File: src/design/plbe_pkg.sv
package plbe_pkg;

   // command codes
   localparam logic [1:0] CMD_EDGE = 2'd0;
   localparam logic [1:0] CMD_TICK = 2'd1;
   localparam logic [1:0] CMD_SEND = 2'd2;

   // receive phases (0..7 are data bits)
   localparam logic [3:0] PH_PARITY   = 4'd8;
   localparam logic [3:0] PH_STOP     = 4'd9;
   localparam logic [3:0] PH_REST     = 4'd10;
   localparam logic [3:0] PH_TIMEOUT  = 4'd11;
   localparam logic [3:0] PH_TIMEOUT2 = 4'd12;

   // transmit edge counts
   localparam logic [3:0] TX_START_COUNT = 4'd10;
   localparam logic [3:0] TX_END         = 4'd0;
   localparam logic [3:0] TX_RELEASE     = 4'd1;
   localparam logic [3:0] TX_PARITY      = 4'd2;

   typedef struct packed {
      logic [1:0] command;
      logic       data_bit;
      logic [7:0] send_data;
   } plbe_item_type;

   typedef struct packed {
      logic [7:0] rx_byte;
      logic       rx_valid;
      logic       rx_error;
      logic       drive_enable;
      logic       drive_level;
      logic       tx_done;
      logic       link_idle;
   } plbe_result_type;

endpackage

File: src/design/plbe_if.sv
interface plbe_req_if;
   logic       valid;
   logic       ready;
   logic [1:0] command;
   logic       data_bit;
   logic [7:0] send_data;

   modport source (output valid, output command, output data_bit, output send_data,
                   input ready);
   modport sink   (input valid, input command, input data_bit, input send_data,
                   output ready);
endinterface

interface plbe_rsp_if;
   logic       valid;
   logic       ready;
   logic [7:0] rx_byte;
   logic       rx_valid;
   logic       rx_error;
   logic       drive_enable;
   logic       drive_level;
   logic       tx_done;
   logic       link_idle;

   modport source (output valid, output rx_byte, output rx_valid, output rx_error,
                   output drive_enable, output drive_level, output tx_done,
                   output link_idle, input ready);
   modport sink   (input valid, input rx_byte, input rx_valid, input rx_error,
                   input drive_enable, input drive_level, input tx_done,
                   input link_idle, output ready);
endinterface

File: src/design/ps2_link_bit_engine_core.sv
// PS/2 host link bit engine.
// req_chan carries one word per keyboard clock falling edge (command edge,
// with the sampled data line), per recovery tick, or per send request
// (with the byte to transmit). rsp_chan returns exactly one word for every
// request word: received byte with valid or error flags, the data line drive
// enable and level, a transmit done flag and a link idle flag.
// Both channels use a valid/ready handshake; a word moves when both are high.
// A request word is held in the request register and, when it advances,
// passes the next-state logic into the response register. Throughput is
// one word per cycle while the response side does not stall, set by the
// single state update per word in the engine.
// When the response side stalls, the response register holds its word and
// the request register keeps one more; req_chan.ready drops only when both
// are full.
// Reset is synchronous: the receiver returns to rest, transmission stops,
// the data line is released and both registers are emptied.
module ps2_link_bit_engine_core (
   input  logic clock,
   input  logic reset,
   plbe_req_if.sink   req_chan,
   plbe_rsp_if.source rsp_chan
);
   import plbe_pkg::*;

   plbe_item_type   item_ff;
   logic            item_valid_ff;
   plbe_result_type result;
   plbe_result_type rsp_ff;
   logic            rsp_valid_ff;
   logic            advance;
   logic            req_take;

   assign advance  = item_valid_ff && (!rsp_valid_ff || rsp_chan.ready);
   assign req_take = req_chan.valid && req_chan.ready;
   assign req_chan.ready = !item_valid_ff || advance;

   // request register
   always_ff @(posedge clock) begin
      if (reset) begin
         item_valid_ff <= 1'b0;
      end else if (req_chan.ready) begin
         item_valid_ff <= req_chan.valid;
      end
   end

   always_ff @(posedge clock) begin
      if (req_take) begin
         item_ff.command   <= req_chan.command;
         item_ff.data_bit  <= req_chan.data_bit;
         item_ff.send_data <= req_chan.send_data;
      end
   end

   plbe_engine u_engine (
      .clock   (clock),
      .reset   (reset),
      .step_en (advance),
      .item    (item_ff),
      .result  (result)
   );

   // response register
   always_ff @(posedge clock) begin
      if (reset) begin
         rsp_valid_ff <= 1'b0;
      end else if (advance) begin
         rsp_valid_ff <= 1'b1;
      end else if (rsp_chan.ready) begin
         rsp_valid_ff <= 1'b0;
      end
   end

   always_ff @(posedge clock) begin
      if (advance) begin
         rsp_ff <= result;
      end
   end

   assign rsp_chan.valid        = rsp_valid_ff;
   assign rsp_chan.rx_byte      = rsp_ff.rx_byte;
   assign rsp_chan.rx_valid     = rsp_ff.rx_valid;
   assign rsp_chan.rx_error     = rsp_ff.rx_error;
   assign rsp_chan.drive_enable = rsp_ff.drive_enable;
   assign rsp_chan.drive_level  = rsp_ff.drive_level;
   assign rsp_chan.tx_done      = rsp_ff.tx_done;
   assign rsp_chan.link_idle    = rsp_ff.link_idle;

`ifndef SYNTHESIS
   // a frame is never both good and bad
   assert property (@(posedge clock) disable iff (reset)
      rsp_valid_ff |-> !(rsp_ff.rx_valid && rsp_ff.rx_error))
      else $error("rx_valid and rx_error both set");

   // end of transmission leaves the link idle and released
   assert property (@(posedge clock) disable iff (reset)
      (rsp_valid_ff && rsp_ff.tx_done) |-> (rsp_ff.link_idle && !rsp_ff.drive_enable))
      else $error("tx_done without idle released link");

   // a held request word is not dropped while the response side stalls
   assert property (@(posedge clock) disable iff (reset)
      (item_valid_ff && !advance) |=> item_valid_ff)
      else $error("request word lost during stall");

   // a stalled response word stays valid
   assert property (@(posedge clock) disable iff (reset)
      (rsp_valid_ff && !rsp_chan.ready) |=> rsp_valid_ff)
      else $error("response word lost during stall");
`endif

endmodule

File: src/design/plbe_engine.sv
module plbe_engine (
   input  logic                     clock,
   input  logic                     reset,
   input  logic                     step_en,
   input  plbe_pkg::plbe_item_type  item,
   output plbe_pkg::plbe_result_type result
);
   import plbe_pkg::*;

   logic [3:0] rx_phase_ff,    rx_phase_in;
   logic [7:0] rx_shift_ff,    rx_shift_in;
   logic       parity_acc_ff,  parity_acc_in;
   logic       sending_ff,     sending_in;
   logic [7:0] tx_shift_ff,    tx_shift_in;
   logic [3:0] tx_count_ff,    tx_count_in;
   logic       drive_en_ff,    drive_en_in;
   logic       drive_lvl_ff,   drive_lvl_in;
   logic [7:0] byte_out;
   logic       valid_out;
   logic       error_out;
   logic       done_out;

   // next state for one word
   always_comb begin
      rx_phase_in   = rx_phase_ff;
      rx_shift_in   = rx_shift_ff;
      parity_acc_in = parity_acc_ff;
      sending_in    = sending_ff;
      tx_shift_in   = tx_shift_ff;
      tx_count_in   = tx_count_ff;
      drive_en_in   = drive_en_ff;
      drive_lvl_in  = drive_lvl_ff;
      byte_out      = 8'd0;
      valid_out     = 1'b0;
      error_out     = 1'b0;
      done_out      = 1'b0;
      case (item.command)
         CMD_EDGE: begin
            if (!sending_ff) begin
               // receive frame
               case (rx_phase_ff)
                  PH_STOP: begin
                     if (item.data_bit) begin
                        byte_out    = rx_shift_ff;
                        valid_out   = 1'b1;
                        rx_phase_in = PH_REST;
                     end else begin
                        error_out   = 1'b1;
                        rx_phase_in = PH_TIMEOUT;
                     end
                  end
                  PH_PARITY: begin
                     parity_acc_in = parity_acc_ff ^ item.data_bit;
                     if (parity_acc_in) begin
                        rx_phase_in = PH_STOP;
                     end else begin
                        error_out   = 1'b1;
                        rx_phase_in = PH_TIMEOUT;
                     end
                  end
                  PH_REST: begin
                     if (!item.data_bit) begin
                        rx_phase_in   = 4'd0;
                        parity_acc_in = 1'b0;
                     end else begin
                        error_out   = 1'b1;
                        rx_phase_in = PH_TIMEOUT;
                     end
                  end
                  PH_TIMEOUT, PH_TIMEOUT2: begin
                  end
                  default: begin
                     // data bit, lsb first
                     rx_shift_in   = {item.data_bit, rx_shift_ff[7:1]};
                     parity_acc_in = parity_acc_ff ^ item.data_bit;
                     rx_phase_in   = rx_phase_ff + 4'd1;
                  end
               endcase
            end else begin
               // transmit frame
               case (tx_count_ff)
                  TX_END: begin
                     rx_phase_in   = PH_REST;
                     sending_in    = 1'b0;
                     parity_acc_in = 1'b0;
                     done_out      = 1'b1;
                  end
                  TX_RELEASE: begin
                     drive_en_in  = 1'b0;
                     drive_lvl_in = 1'b0;
                  end
                  TX_PARITY: begin
                     drive_en_in  = 1'b1;
                     drive_lvl_in = parity_acc_ff;
                  end
                  default: begin
                     drive_en_in   = 1'b1;
                     drive_lvl_in  = tx_shift_ff[0];
                     parity_acc_in = parity_acc_ff ^ tx_shift_ff[0];
                     tx_shift_in   = {1'b0, tx_shift_ff[7:1]};
                  end
               endcase
               tx_count_in = tx_count_ff - 4'd1;
            end
         end
         CMD_TICK: begin
            if (rx_phase_ff == PH_TIMEOUT) begin
               rx_phase_in = PH_TIMEOUT2;
            end else if (rx_phase_ff == PH_TIMEOUT2) begin
               rx_phase_in = PH_REST;
            end
         end
         CMD_SEND: begin
            tx_shift_in   = item.send_data;
            tx_count_in   = TX_START_COUNT;
            parity_acc_in = 1'b1;
            sending_in    = 1'b1;
            drive_en_in   = 1'b1;
            drive_lvl_in  = 1'b0;
         end
         default: begin
         end
      endcase
   end

   // result fields
   always_comb begin
      result.rx_byte      = byte_out;
      result.rx_valid     = valid_out;
      result.rx_error     = error_out;
      result.drive_enable = drive_en_in;
      result.drive_level  = drive_lvl_in;
      result.tx_done      = done_out;
      result.link_idle    = (rx_phase_in == PH_REST) && !sending_in;
   end

   // link state
   always_ff @(posedge clock) begin
      if (reset) begin
         rx_phase_ff   <= PH_REST;
         rx_shift_ff   <= 8'd0;
         parity_acc_ff <= 1'b0;
         sending_ff    <= 1'b0;
         tx_shift_ff   <= 8'd0;
         tx_count_ff   <= 4'd0;
         drive_en_ff   <= 1'b0;
         drive_lvl_ff  <= 1'b0;
      end else if (step_en) begin
         rx_phase_ff   <= rx_phase_in;
         rx_shift_ff   <= rx_shift_in;
         parity_acc_ff <= parity_acc_in;
         sending_ff    <= sending_in;
         tx_shift_ff   <= tx_shift_in;
         tx_count_ff   <= tx_count_in;
         drive_en_ff   <= drive_en_in;
         drive_lvl_ff  <= drive_lvl_in;
      end
   end

endmodule
File: src/flat_wrapper.sv
// flat-port wrapper written by rule: the top's interface ports become plain ports
module ps2_link_bit_engine_core_flat import plbe_pkg::*;
  (clock, reset, req_chan_valid, req_chan_command, req_chan_data_bit, req_chan_send_data, req_chan_ready, rsp_chan_valid, rsp_chan_rx_byte, rsp_chan_rx_valid, rsp_chan_rx_error, rsp_chan_drive_enable, rsp_chan_drive_level, rsp_chan_tx_done, rsp_chan_link_idle, rsp_chan_ready);
  plbe_req_if req_chan_i ();
  plbe_rsp_if rsp_chan_i ();
  input  logic clock;
  input  logic reset;
  input wire logic [$bits(req_chan_i.valid)-1:0] req_chan_valid;
  input wire logic [$bits(req_chan_i.command)-1:0] req_chan_command;
  input wire logic [$bits(req_chan_i.data_bit)-1:0] req_chan_data_bit;
  input wire logic [$bits(req_chan_i.send_data)-1:0] req_chan_send_data;
  output wire logic [$bits(req_chan_i.ready)-1:0] req_chan_ready;
  output wire logic [$bits(rsp_chan_i.valid)-1:0] rsp_chan_valid;
  output wire logic [$bits(rsp_chan_i.rx_byte)-1:0] rsp_chan_rx_byte;
  output wire logic [$bits(rsp_chan_i.rx_valid)-1:0] rsp_chan_rx_valid;
  output wire logic [$bits(rsp_chan_i.rx_error)-1:0] rsp_chan_rx_error;
  output wire logic [$bits(rsp_chan_i.drive_enable)-1:0] rsp_chan_drive_enable;
  output wire logic [$bits(rsp_chan_i.drive_level)-1:0] rsp_chan_drive_level;
  output wire logic [$bits(rsp_chan_i.tx_done)-1:0] rsp_chan_tx_done;
  output wire logic [$bits(rsp_chan_i.link_idle)-1:0] rsp_chan_link_idle;
  input wire logic [$bits(rsp_chan_i.ready)-1:0] rsp_chan_ready;
  assign req_chan_i.valid = req_chan_valid;
  assign req_chan_i.command = req_chan_command;
  assign req_chan_i.data_bit = req_chan_data_bit;
  assign req_chan_i.send_data = req_chan_send_data;
  assign req_chan_ready = req_chan_i.ready;
  assign rsp_chan_valid = rsp_chan_i.valid;
  assign rsp_chan_rx_byte = rsp_chan_i.rx_byte;
  assign rsp_chan_rx_valid = rsp_chan_i.rx_valid;
  assign rsp_chan_rx_error = rsp_chan_i.rx_error;
  assign rsp_chan_drive_enable = rsp_chan_i.drive_enable;
  assign rsp_chan_drive_level = rsp_chan_i.drive_level;
  assign rsp_chan_tx_done = rsp_chan_i.tx_done;
  assign rsp_chan_link_idle = rsp_chan_i.link_idle;
  assign rsp_chan_i.ready = rsp_chan_ready;
  ps2_link_bit_engine_core u_core (.clock(clock), .reset(reset), .req_chan(req_chan_i), .rsp_chan(rsp_chan_i));
endmodule
File: config.mk
export PLATFORM = sky130hd
export DESIGN_NAME = ps2_link_bit_engine_core_flat
export DESIGN_NICKNAME = d
export VERILOG_FILES = /design/src/design/plbe_pkg.sv /design/src/design/plbe_if.sv /design/src/design/ps2_link_bit_engine_core.sv /design/src/design/plbe_engine.sv /design/src/flat_wrapper.sv
export SDC_FILE = /design/constraint.sdc
export NUM_CORES = 1
export LEC_CHECK = 0
export ABC_AREA = 1
export ABC_CLOCK_PERIOD_IN_PS = 2000
export BUFFER_PORTS_ARGS = -buffer_cell sky130_fd_sc_hd__buf_4
export CORE_MARGIN = 4
export CORE_UTILIZATION = 58
export CTS_CLUSTER_DIAMETER = 60
export CTS_CLUSTER_SIZE = 40
export DETAILED_ROUTE_END_ITERATION = 12
export PLACE_DENSITY_LB_ADDON = 0.25
export SKIP_CTS_REPAIR_TIMING = 1
export SLEW_MARGIN = 20
export SYNTH_ARGS = -nofsm -noshare
export SYNTH_HDL_FRONTEND = slang
export SYNTH_SLANG_ARGS = --single-unit
File: constraint.sdc
create_clock -name clock -period 2 [get_ports clock]
set_input_delay 0.4 -clock clock [delete_from_list [all_inputs] [get_ports clock]]
set_output_delay 0.4 -clock clock [all_outputs]
set_load 0.01 [all_outputs]
======== Word-level counts from Yosys, hierarchy flattened ========
Cells that the tools add are included.
storage, ports and cells
  register bits after elaboration ......... 55
  word-level logic and storage cells ...... 104
cells by class
  reductions and logical operators ........ 25
  equal/unequal tests ..................... 15
  $add $sub $neg .......................... 2
  muxes and demuxes ....................... 35
  bitwise operators ....................... 7
operator list
  kind                                            count
  == test 4 bit (second input constant)           6
  2-to-1 mux 4 bit                                6
  2-to-1 mux 8 bit                                2
  one-hot mux 4 bit (2 select lines)              2
  one-hot mux 4 bit (4 select lines)              1
  one-hot mux 8 bit (2 select lines)              1
  one-hot mux 1 bit (2 select lines)              7
  2-to-1 mux 1 bit                                13
  OR reduction 3 bit                              3
  AND reduction 4 bit                             2
  != test 3 bit (second input constant)           2
  one-hot mux 1 bit (3 select lines)              2
  OR reduction 2 bit                              3
  inverter 1 bit                                  5
  AND reduction 5 bit                             1
  OR reduction 5 bit                              1
  adder 4 x 1 -> 4 bit (second input constant)    1
  == test 4 x 1 -> 1 bit (second input constant)  1
  == test 4 x 2 -> 1 bit (second input constant)  1
  zero test 4 bit                                 1
  != test 2 bit (second input constant)           2
  != test 4 bit (second input constant)           1
  nonzero test 2 bit                              2
  OR reduction 4 bit                              1
  11 further kinds                                17

======== Longest topological paths before layout ========
Gate-level depths: netlist of the first run.
  depth in word-level cells ............... 7
  gate-level depth with buffers ........... 14
  depth with buffers taken out ............ 14

======== By module ========
From an unflattened synthesis of the first run, not the netlist that was laid out.
second synthesis, totals
  cells, all modules ...................... 310
  area, all modules ....................... 2,707.6 um^2
modules (own cells, without submodules)
  module                    cells an instance  instances  area an instance (um^2)
  plbe_engine               273                1          1,865.5
  ps2_link_bit_engine_core  37                 1          842.1

======== Worst setup path before layout of the first run ========
OpenSTA, ideal clock, no wires.
  kind .................................... flip-flop to flip-flop
  start point ............................. reg u_core.u_engine.rx_phase_ff[0]
  end point ............................... reg u_core.rsp_ff, in the netlist u_core.rsp_chan.link_idle, data pin
  setup slack ............................. 0.190 ns
  clock period less this slack ............ 1.810 ns
  path buffers ............................ 0
  required time ........................... 1.749 ns
  data arrival time ....................... 1.559 ns
  cell stages (with the launch flop) ...... 13
  setup time .............................. 0.251 ns
  path through ............................ dfxtp_1 inv_1 ha_1 o21ai_2 nand2_2 nor2_4 nand2_1 nand3_1 nand3_1 nand2_1 clkinv_1 nand2_1 nor2_1
RTL lines
  item                      line                            RTL
  start: declaration        plbe_engine.sv:10               logic [3:0] rx_phase_ff, rx_phase_in;
  start signal: assignment  plbe_engine.sv:149              rx_phase_ff <= rx_phase_in;
  end signal: assignment    ps2_link_bit_engine_core.sv:75  rsp_ff <= result;
  end: declaration          ps2_link_bit_engine_core.sv:28  plbe_result_type rsp_ff;

==> run_results.csv, run 1 <==
group,metric,value,unit
pwr,leakage,1.31,nW
outcome,outcome,"finished, final reports clean",
cts,cts_tree,"done",
final_layout,ff_latch_area,1360,um^2
routing,wl,5330,um
place,hpwl,3900,um
global_route,grt_start_max_net_pins,20,
critical_path,slowest_delay,380,ps
final_layout,syn2layout_area_growth,15.0,%
sta,slew_viol_final,0,
floorplan,die_height,76.3,um
cts,clk_pin_slew,110,ps
synth,dominantRegCellSynth,"dfxtp_1",
cts,clk_latency,320,ps
sta,fin_crit_sh,0.903,
critical_path,slowest_stage,"dfxtp_4",
pwr,peakVddDrop,0.439,mV
synth,yosysMostFrequentCell,"nand2_1",
worst_hold_path,min_to,"u_core.item_ff[0]",
sta,min_period,1810,ps
place,place_inst,391,
place,placed_area,2990,um^2
critical_path,ff2ff_setup_slack,190,ps
critical_path,rr_startpoint,"u_core.u_engine.rx_phase_ff[1]",
synth,ys_seq_area_frac,0.500,
place,numPortBuffers,30,
synth,synth-edff-count,25,
floorplan,initial_core_util,0.608,
floorplan,dieArea,5820,um^2
synth,syn-mean-instance-area,8.69,um^2
floorplan,io_pins,31,
sta,hold_viol_final,0,
sta,setup_viol,0,
cts,cts_buffer_depth,2,
floorplan,dieWidth,76.3,um
worst_hold_path,hp-start,"req_chan_send_data[0]",
sta,rsz0062_at_grt,"no",
pwr,power_density,742,nW/um^2
synth,synth_area,2700,um^2
final_layout,diodes,0,
worst_hold_path,hold_depth,1,
synth,syn_nets,334,
routing,drt_iter0_markers,124,
cts,root_buffer,"clkbuf_8",
sta,tightest_slew,421,ps
global_route,grt_remaining_overflow,0,
synth,synth_cells,311,
synth,ys_top_cells_by_area,"edfxtp_1 (28%), dfxtp_1 (22%), nand2_1 (8.1%), inv_1 (5.0%), nor2_1 (4.3%)",
routing,via_count,2165,
synth,yosysTopAreaCellShare,0.278,
critical_path,r2r-end,"u_core.rsp_chan.link_idle",
place,gp_congestion,0.971,
worst_hold_path,hp-class,"input port to flop",
sta,whs,254,ps
sta,finClkSkew,5.64,ps
floorplan,core,4440,um^2
routing,first_pass_iters,4,
critical_path,critical_path_class,"flop to flop",
synth,synthArstFlopShare,0,
final_layout,multi_input_area,1130,um^2
sta,tns,0,ps
cts,cts.htree.levels,2,
critical_path,path_common_cell,"nand2_1",
critical_path,required,2090,ps
final_layout,nFillCells,364,
global_route,grt_pass1_wl,9060,um
global_route,grtUsageTotal,0.189,
final_layout,drive_above_1_share,0.216,
global_route,grt_pass1_vias,2064,
pwr,total_power,2.31,mW
routing,drc,0,
synth,synth_cell_types,38,
final_layout,final_nets,370,
critical_path,path_cells,"inv_1 > ha_1 > nand3_2 > nand2_4 > nor2_2 > nand3_1 > nand2_1 > clkinv_1 > nand2_1 > nand2_1 > nand2_1 > nand2_1 > nor2_1",
routing,wl_per_cell,13.3,um
cts,cts_buffers,5,
final_layout,fin_cells,400,
run,maxCapViolations,0,
cts,cts.sinks,55,
synth,yosysTopAreaCell,"edfxtp_1",
routing,postRouteAntennaNets,0,
critical_path,worstPathArrival,1900,ps
routing,via_per_inst,5.41,
critical_path,critical_path_peak_fanout,6,
global_route,antenna_found_initial,0,
critical_path,cp-end-kind,"flop",
floorplan,fp-row-count,24,
critical_path,reg2regPathDepth,13,
synth,ys_ff_latch,55,
synth,yosysWarnings,0,
sta,relSlewSlack,0.719,
final_layout,stdcell_area,3110,um^2
synth,synth_common_cells,"nand2_1 (58), inv_1 (36), nor2_1 (31), dfxtp_1 (30), edfxtp_1 (25)",
critical_path,crit_path_start_kind,"flop",
sta,max_freq,0.554,GHz
==> sequential cells by signal, indices dropped and copies added (netlist names), 4 cells and up <==
register,flops
u_core.item_ff,11
u_core.rsp_chan.rx_byte,8
u_core.u_engine.rx_phase_ff,4
u_core.u_engine.rx_shift_ff,8
u_core.u_engine.tx_count_ff,4
u_core.u_engine.tx_shift_ff,8
==> through the flow <==
stage / setup slack (ps) / util
6_report: 194 / 0.700
5_1_grt: 4.90 / 0.700
4_1_cts: 100 / 0.694
3_5_place_dp: 141 / 0.673
3_3_place_gp: 196 / 0.673
2_1_floorplan: 190 / -
==> final cells by class <==
class | count | share of cell area
repair buffers | 37 | 0.0934
inverters | 46 | 0.0555
clock buffers | 5 | 0.0221
multi-input cells | 202 | 0.363
flip-flops and latches | 55 | 0.436
clock inverters | 3 | 0.00885
well taps | 52 | 0.0209
==> cells in the final DEF, fill, tap and decap left out, types with 2 or more instances in the layout <==
cell type / n
a21oi_1: 19
a21oi_4: 2
a31oi_1: 7
buf_4: 36
clkbuf_8: 5
clkinv_1: 2
dfxtp_1: 29
edfxtp_1: 25
ha_1: 8
inv_1: 36
inv_2: 8
nand2_1: 58
nand2_4: 2
nand3_1: 15
nand3_2: 4
nand3b_1: 2
nand4_1: 2
nor2_1: 31
nor2_2: 3
nor2_4: 4
o211ai_1: 4
o21ai_0: 22
o21ai_1: 4
o21ai_2: 2
xor2_1: 2
==> layer usage <==
metal  track usage  vias up  share of wire
li1              -     1104              -
met1         0.238      993           0.46
met2         0.322       64           0.48
met3        0.0426        4          0.058
met4        0.0634        0         0.0060
met5             0        -              0
==> worst max path at each step <==
stage | to | slack [ps] | cells after the start | startpoint
2_1_floorplan | u_core.rsp_chan.link_idle | 190 | 12 | u_core.u_engine.rx_phase_ff[0]
3_3_place_gp | u_core.rsp_chan.link_idle | 200 | 12 | u_core.u_engine.rx_phase_ff[1]
3_5_place_dp | u_core.rsp_chan.link_idle | 140 | 12 | u_core.u_engine.rx_phase_ff[1]
4_1_cts | u_core.u_engine.tx_shift_ff[5] | 100 | 7 | u_core.u_engine.tx_count_ff[0]
5_1_grt | u_core.rsp_chan.link_idle | 5 | 13 | u_core.u_engine.rx_phase_ff[1]
6_report | u_core.rsp_chan.link_idle | 190 | 13 | u_core.u_engine.rx_phase_ff[1]
==> cell families after synthesis <==
logic type | Yosys count | synth area share
and+or+nand+nor | 124 | 0.219
AOI/OAI and AO/OA | 67 | 0.152
DFF | 55 | 0.500
buffers and inverters | 54 | 0.0824
adders and majority gates | 8 | 0.0370
xor gates and xnor gates | 3 | 0.00972
==> critical path: cells and delay by family, from the launching register on <==
kind,cells,cell delay (ps)
flops,1,380
simple gates,10,780
fa+ha+maj,1,240
buf+inv,2,170
==> power by group <==
group / switching [mW] / total (mW) / internal (mW)
clock: 0.394 / 0.652 / 0.258
combinational: 0.236 / 0.384 / 0.148
sequential: 0.0388 / 1.27 / 1.23
total: 0.669 / 2.31 / 1.64
Note: power is estimated with default switching activity, not from simulation.
==> inputs of run 2 (changes only) <==
--- a/config.mk
+++ b/config.mk
@@ -5,17 +5,16 @@
 export SDC_FILE = /design/constraint.sdc
 export NUM_CORES = 1
 export LEC_CHECK = 0
-export ABC_AREA = 1
 export ABC_CLOCK_PERIOD_IN_PS = 2000
 export BUFFER_PORTS_ARGS = -buffer_cell sky130_fd_sc_hd__buf_4
 export CORE_MARGIN = 4
-export CORE_UTILIZATION = 58
+export CORE_UTILIZATION = 57
 export CTS_CLUSTER_DIAMETER = 60
 export CTS_CLUSTER_SIZE = 40
 export DETAILED_ROUTE_END_ITERATION = 12
 export PLACE_DENSITY_LB_ADDON = 0.25
 export SKIP_CTS_REPAIR_TIMING = 1
-export SLEW_MARGIN = 20
 export SYNTH_ARGS = -nofsm -noshare
 export SYNTH_HDL_FRONTEND = slang
 export SYNTH_SLANG_ARGS = --single-unit
+export TNS_END_PERCENT = 1
==> run 2 against run 1 <==
Compared with the run above: the run now ends with setup timing left; cell area increased by 6.7%; non-clock buffer count increased by 22; critical path depth decreased by 5; clock power decreased by 1%; die area decreased by 0.24%; count of clock-buffer cells in the layout unchanged; register-to-register slack got worse by 290 ps.
==> run_results.csv, run 2 <==
group,metric,value,unit
outcome,outcome,"finished, violations left",
outcome,failed_checks,"setup timing",
final_layout,diodes,0,
synth,yosysMostFrequentCell,"nor2_1",
cts,clk_latency,320,ps
pwr,pwr-share-clk,0.282,
sta,slew_viol_final,0,
synth,synth_area,2650,um^2
critical_path,worstPathArrival,2300,ps
global_route,grt_start_max_net_pins,32,
sta,whs,262,ps
place,numPortBuffers,30,
run,maxCapViolations,0,
sta,finClkSkew,12.1,ps
sta,tns,-662,ps
routing,wl_per_cell,15.5,um
sta,rsz0062_at_grt,"yes",
sta,max_freq,0.478,GHz
synth,syn-mean-instance-area,9.85,um^2
final_layout,syn2layout_area_growth,25.2,%
sta,worst_slack,-93.0,ps
worst_hold_path,hold_depth,1,
place,hpwl,4120,um
worst_hold_path,hp-class,"input port to flop",
cts,cts_buffer_depth,2,
sta,relSlewSlack,0.648,
cts,cts_buffers,5,
pwr,leakage,1.32,nW
synth,ys_ff_latch,55,
synth,synth.area.mux_share,0.0382,
sta,min_period,2090,ps
sta,tightest_slew,526,ps
global_route,grt_remaining_overflow,0,
cts,cts.htree.levels,2,
critical_path,cp-end-kind,"flop",
sta,setup_viol,10,
synth,yosysTopAreaCellShare,0.283,
sta,fin_crit_sh,1.05,
critical_path,reg2regPathDepth,8,
final_layout,stdcell_area,3320,um^2
final_layout,nFillCells,294,
floorplan,io_pins,31,
pwr,intPower,1.66,mW
place,gp_congestion,0.934,
place,placed_area,3130,um^2
synth,synth_cell_types,48,
floorplan,initial_core_util,0.600,
synth,synth_compound_gate_area_share,0.177,
synth,synth-edff-count,25,
synth,dominantRegCellSynth,"dfxtp_1",
synth,synth_fa_ha_area_frac,0.0378,
synth,ys_seq_area_frac,0.510,
final_layout,utilization,0.752,
global_route,grt_pass1_wl,9800,um
floorplan,dieArea,5800,um^2
critical_path,required,2210,ps
routing,drc,0,
synth,yosysTopAreaCell,"edfxtp_1",
critical_path,crit_path_start_kind,"flop",
routing,drt_iter0_markers,130,
cts,root_buffer,"clkbuf_8",
synth,synthSimpleGateAreaFrac,0.188,
synth,synth_common_cells,"nor2_1 (33), dfxtp_1 (30), edfxtp_1 (25), nand2_1 (25), a21oi_1 (18)",
floorplan,dieWidth,76.2,um
floorplan,die_height,76.2,um
global_route,grt_pass1_vias,2143,
global_route,antenna_found_initial,0,
synth,synth_top_family_by_area,"simple AND/OR/NAND/NOR gates",
final_layout,layout_commonest_cell,"buf_4",
routing,first_pass_iters,5,
cts,clk_pin_slew,110,ps
synth,synthXorXnorAreaFrac,0.00661,
final_layout,drive_above_1_share,0.277,
critical_path,critical_path_peak_fanout,8,
final_layout,final_nets,343,
synth,ys_top_cells_by_area,"edfxtp_1 (28%), dfxtp_1 (23%), nor2_1 (4.7%), ha_1 (3.8%), nand2_1 (3.5%)",
synth,synthArstFlopShare,0,
routing,via_count,2153,
global_route,grtUsageTotal,0.202,
synth,syn_nets,292,
sta,hold_viol_final,0,
routing,via_per_inst,5.77,
pwr,pwr-share-comb,0.169,
floorplan,fp-row-count,24,
routing,wl,5780,um
cts,cts.sinks,55,
routing,postRouteAntennaNets,0,
final_layout,layout_common_cells,"buf_4 (57), nor2_1 (33), dfxtp_1 (28), nand2_1 (25), edfxtp_1 (25)",
cts,cts_tree,"done",
synth,synth_cells,269,
synth,yosysWarnings,0,
pwr,sw_frac_of_total,0.271,
floorplan,core,4410,um^2
final_layout,top_register,"u_core.item_ff",
final_layout,largest_reg_flops,11,
pwr,peakVddDrop,0.557,mV
pwr,power_density,688,nW/um^2
pwr,p_sw,0.619,mW
critical_path,critical_path_class,"flop to flop",
pwr,p_seq_frac,0.549,
-- run 2: cell types whose count changed after synthesis, moves of 9 or more --
cell / change
nand3_1: -9
and2_1: +10
o21ai_0: -20
nand2_1: -33
inv_1: -25
mux2i_1: +9
-- run 2: worst paths after layout --
| path | start | end | slack (ps) |
|---|---|---|---|
| setup / recovery | u_core.u_engine.rx_phase_ff[0] | u_core.u_engine.rx_shift_ff[7] | -90 |
| hold / removal | req_chan_send_data[2] | u_core.item_ff[2] | 260 |
| setup reg to reg | u_core.u_engine.rx_phase_ff[0] | u_core.u_engine.rx_shift_ff[7] | -90 |
| hold reg to reg | u_core.u_engine.tx_shift_ff[1] | u_core.u_engine.tx_shift_ff[0] | 490 |
-- run 2: metrics by stage --
step	setup WS (ps)	power, mW	std cells
after floorplan	-111	1.48	269
after global placement	-66.9	1.62	365
after detailed placement	-139	1.63	365
after CTS	-140	2.25	373
after global routing	-167	2.39	373
final	-93.0	2.28	373
-- run 2: logic make-up (layout without fill, tap and decap cells) --
group | Yosys count | after routing
simple gates | 104 | 104
mux | 10 | 10
flops | 55 | 55
buf+inv | 26 | 78
fa+ha+maj | 8 | 8
compound gates | 64 | 64
xor+xnor | 2 | 2
-- run 2: cell type report --
type                       count  area [um^2]  area share
tap                           52         65.1      0.0196
multi-input combinational    188         1290       0.389
timing repair buffer          59          463       0.140
clock inverter                 3         26.3     0.00792
sequential                    55         1360       0.410
inverter                      11         46.3      0.0140
clock buffer                   5         68.8      0.0207
-- run 2: critical path: stages, from the launching register on --
cell and delay [ps]:
dfxtp_4 380, inv_4 50, ha_4 160, or4_4 530
o211a_4 160, or3_4 330, buf_8 150, mux2i_1 160
nor2_1 60
-- run 2: power by group through the flow --
| stage | logic, mW | registers, mW | clock network [mW] |
|---|---|---|---|
| 6_report | 0.386 | 1.25 | 0.644 |
| 5_1_grt | 0.422 | 1.26 | 0.708 |
| 4_1_cts | 0.350 | 1.25 | 0.649 |
| 3_5_place_dp | 0.349 | 1.28 | 0 |
| 3_3_place_gp | 0.339 | 1.28 | 0 |
| 2_1_floorplan | 0.210 | 1.27 | 0 |
-- run 2: metal layers --
layer | up-vias | share of wire | track usage
met1 | 1007 | 0.44 | 0.265
met3 | 10 | 0.059 | 0.0426
met4 | 0 | 0.019 | 0.0839
met5 | - | 0 | 0
li1 | 1073 | - | -
met2 | 63 | 0.48 | 0.324
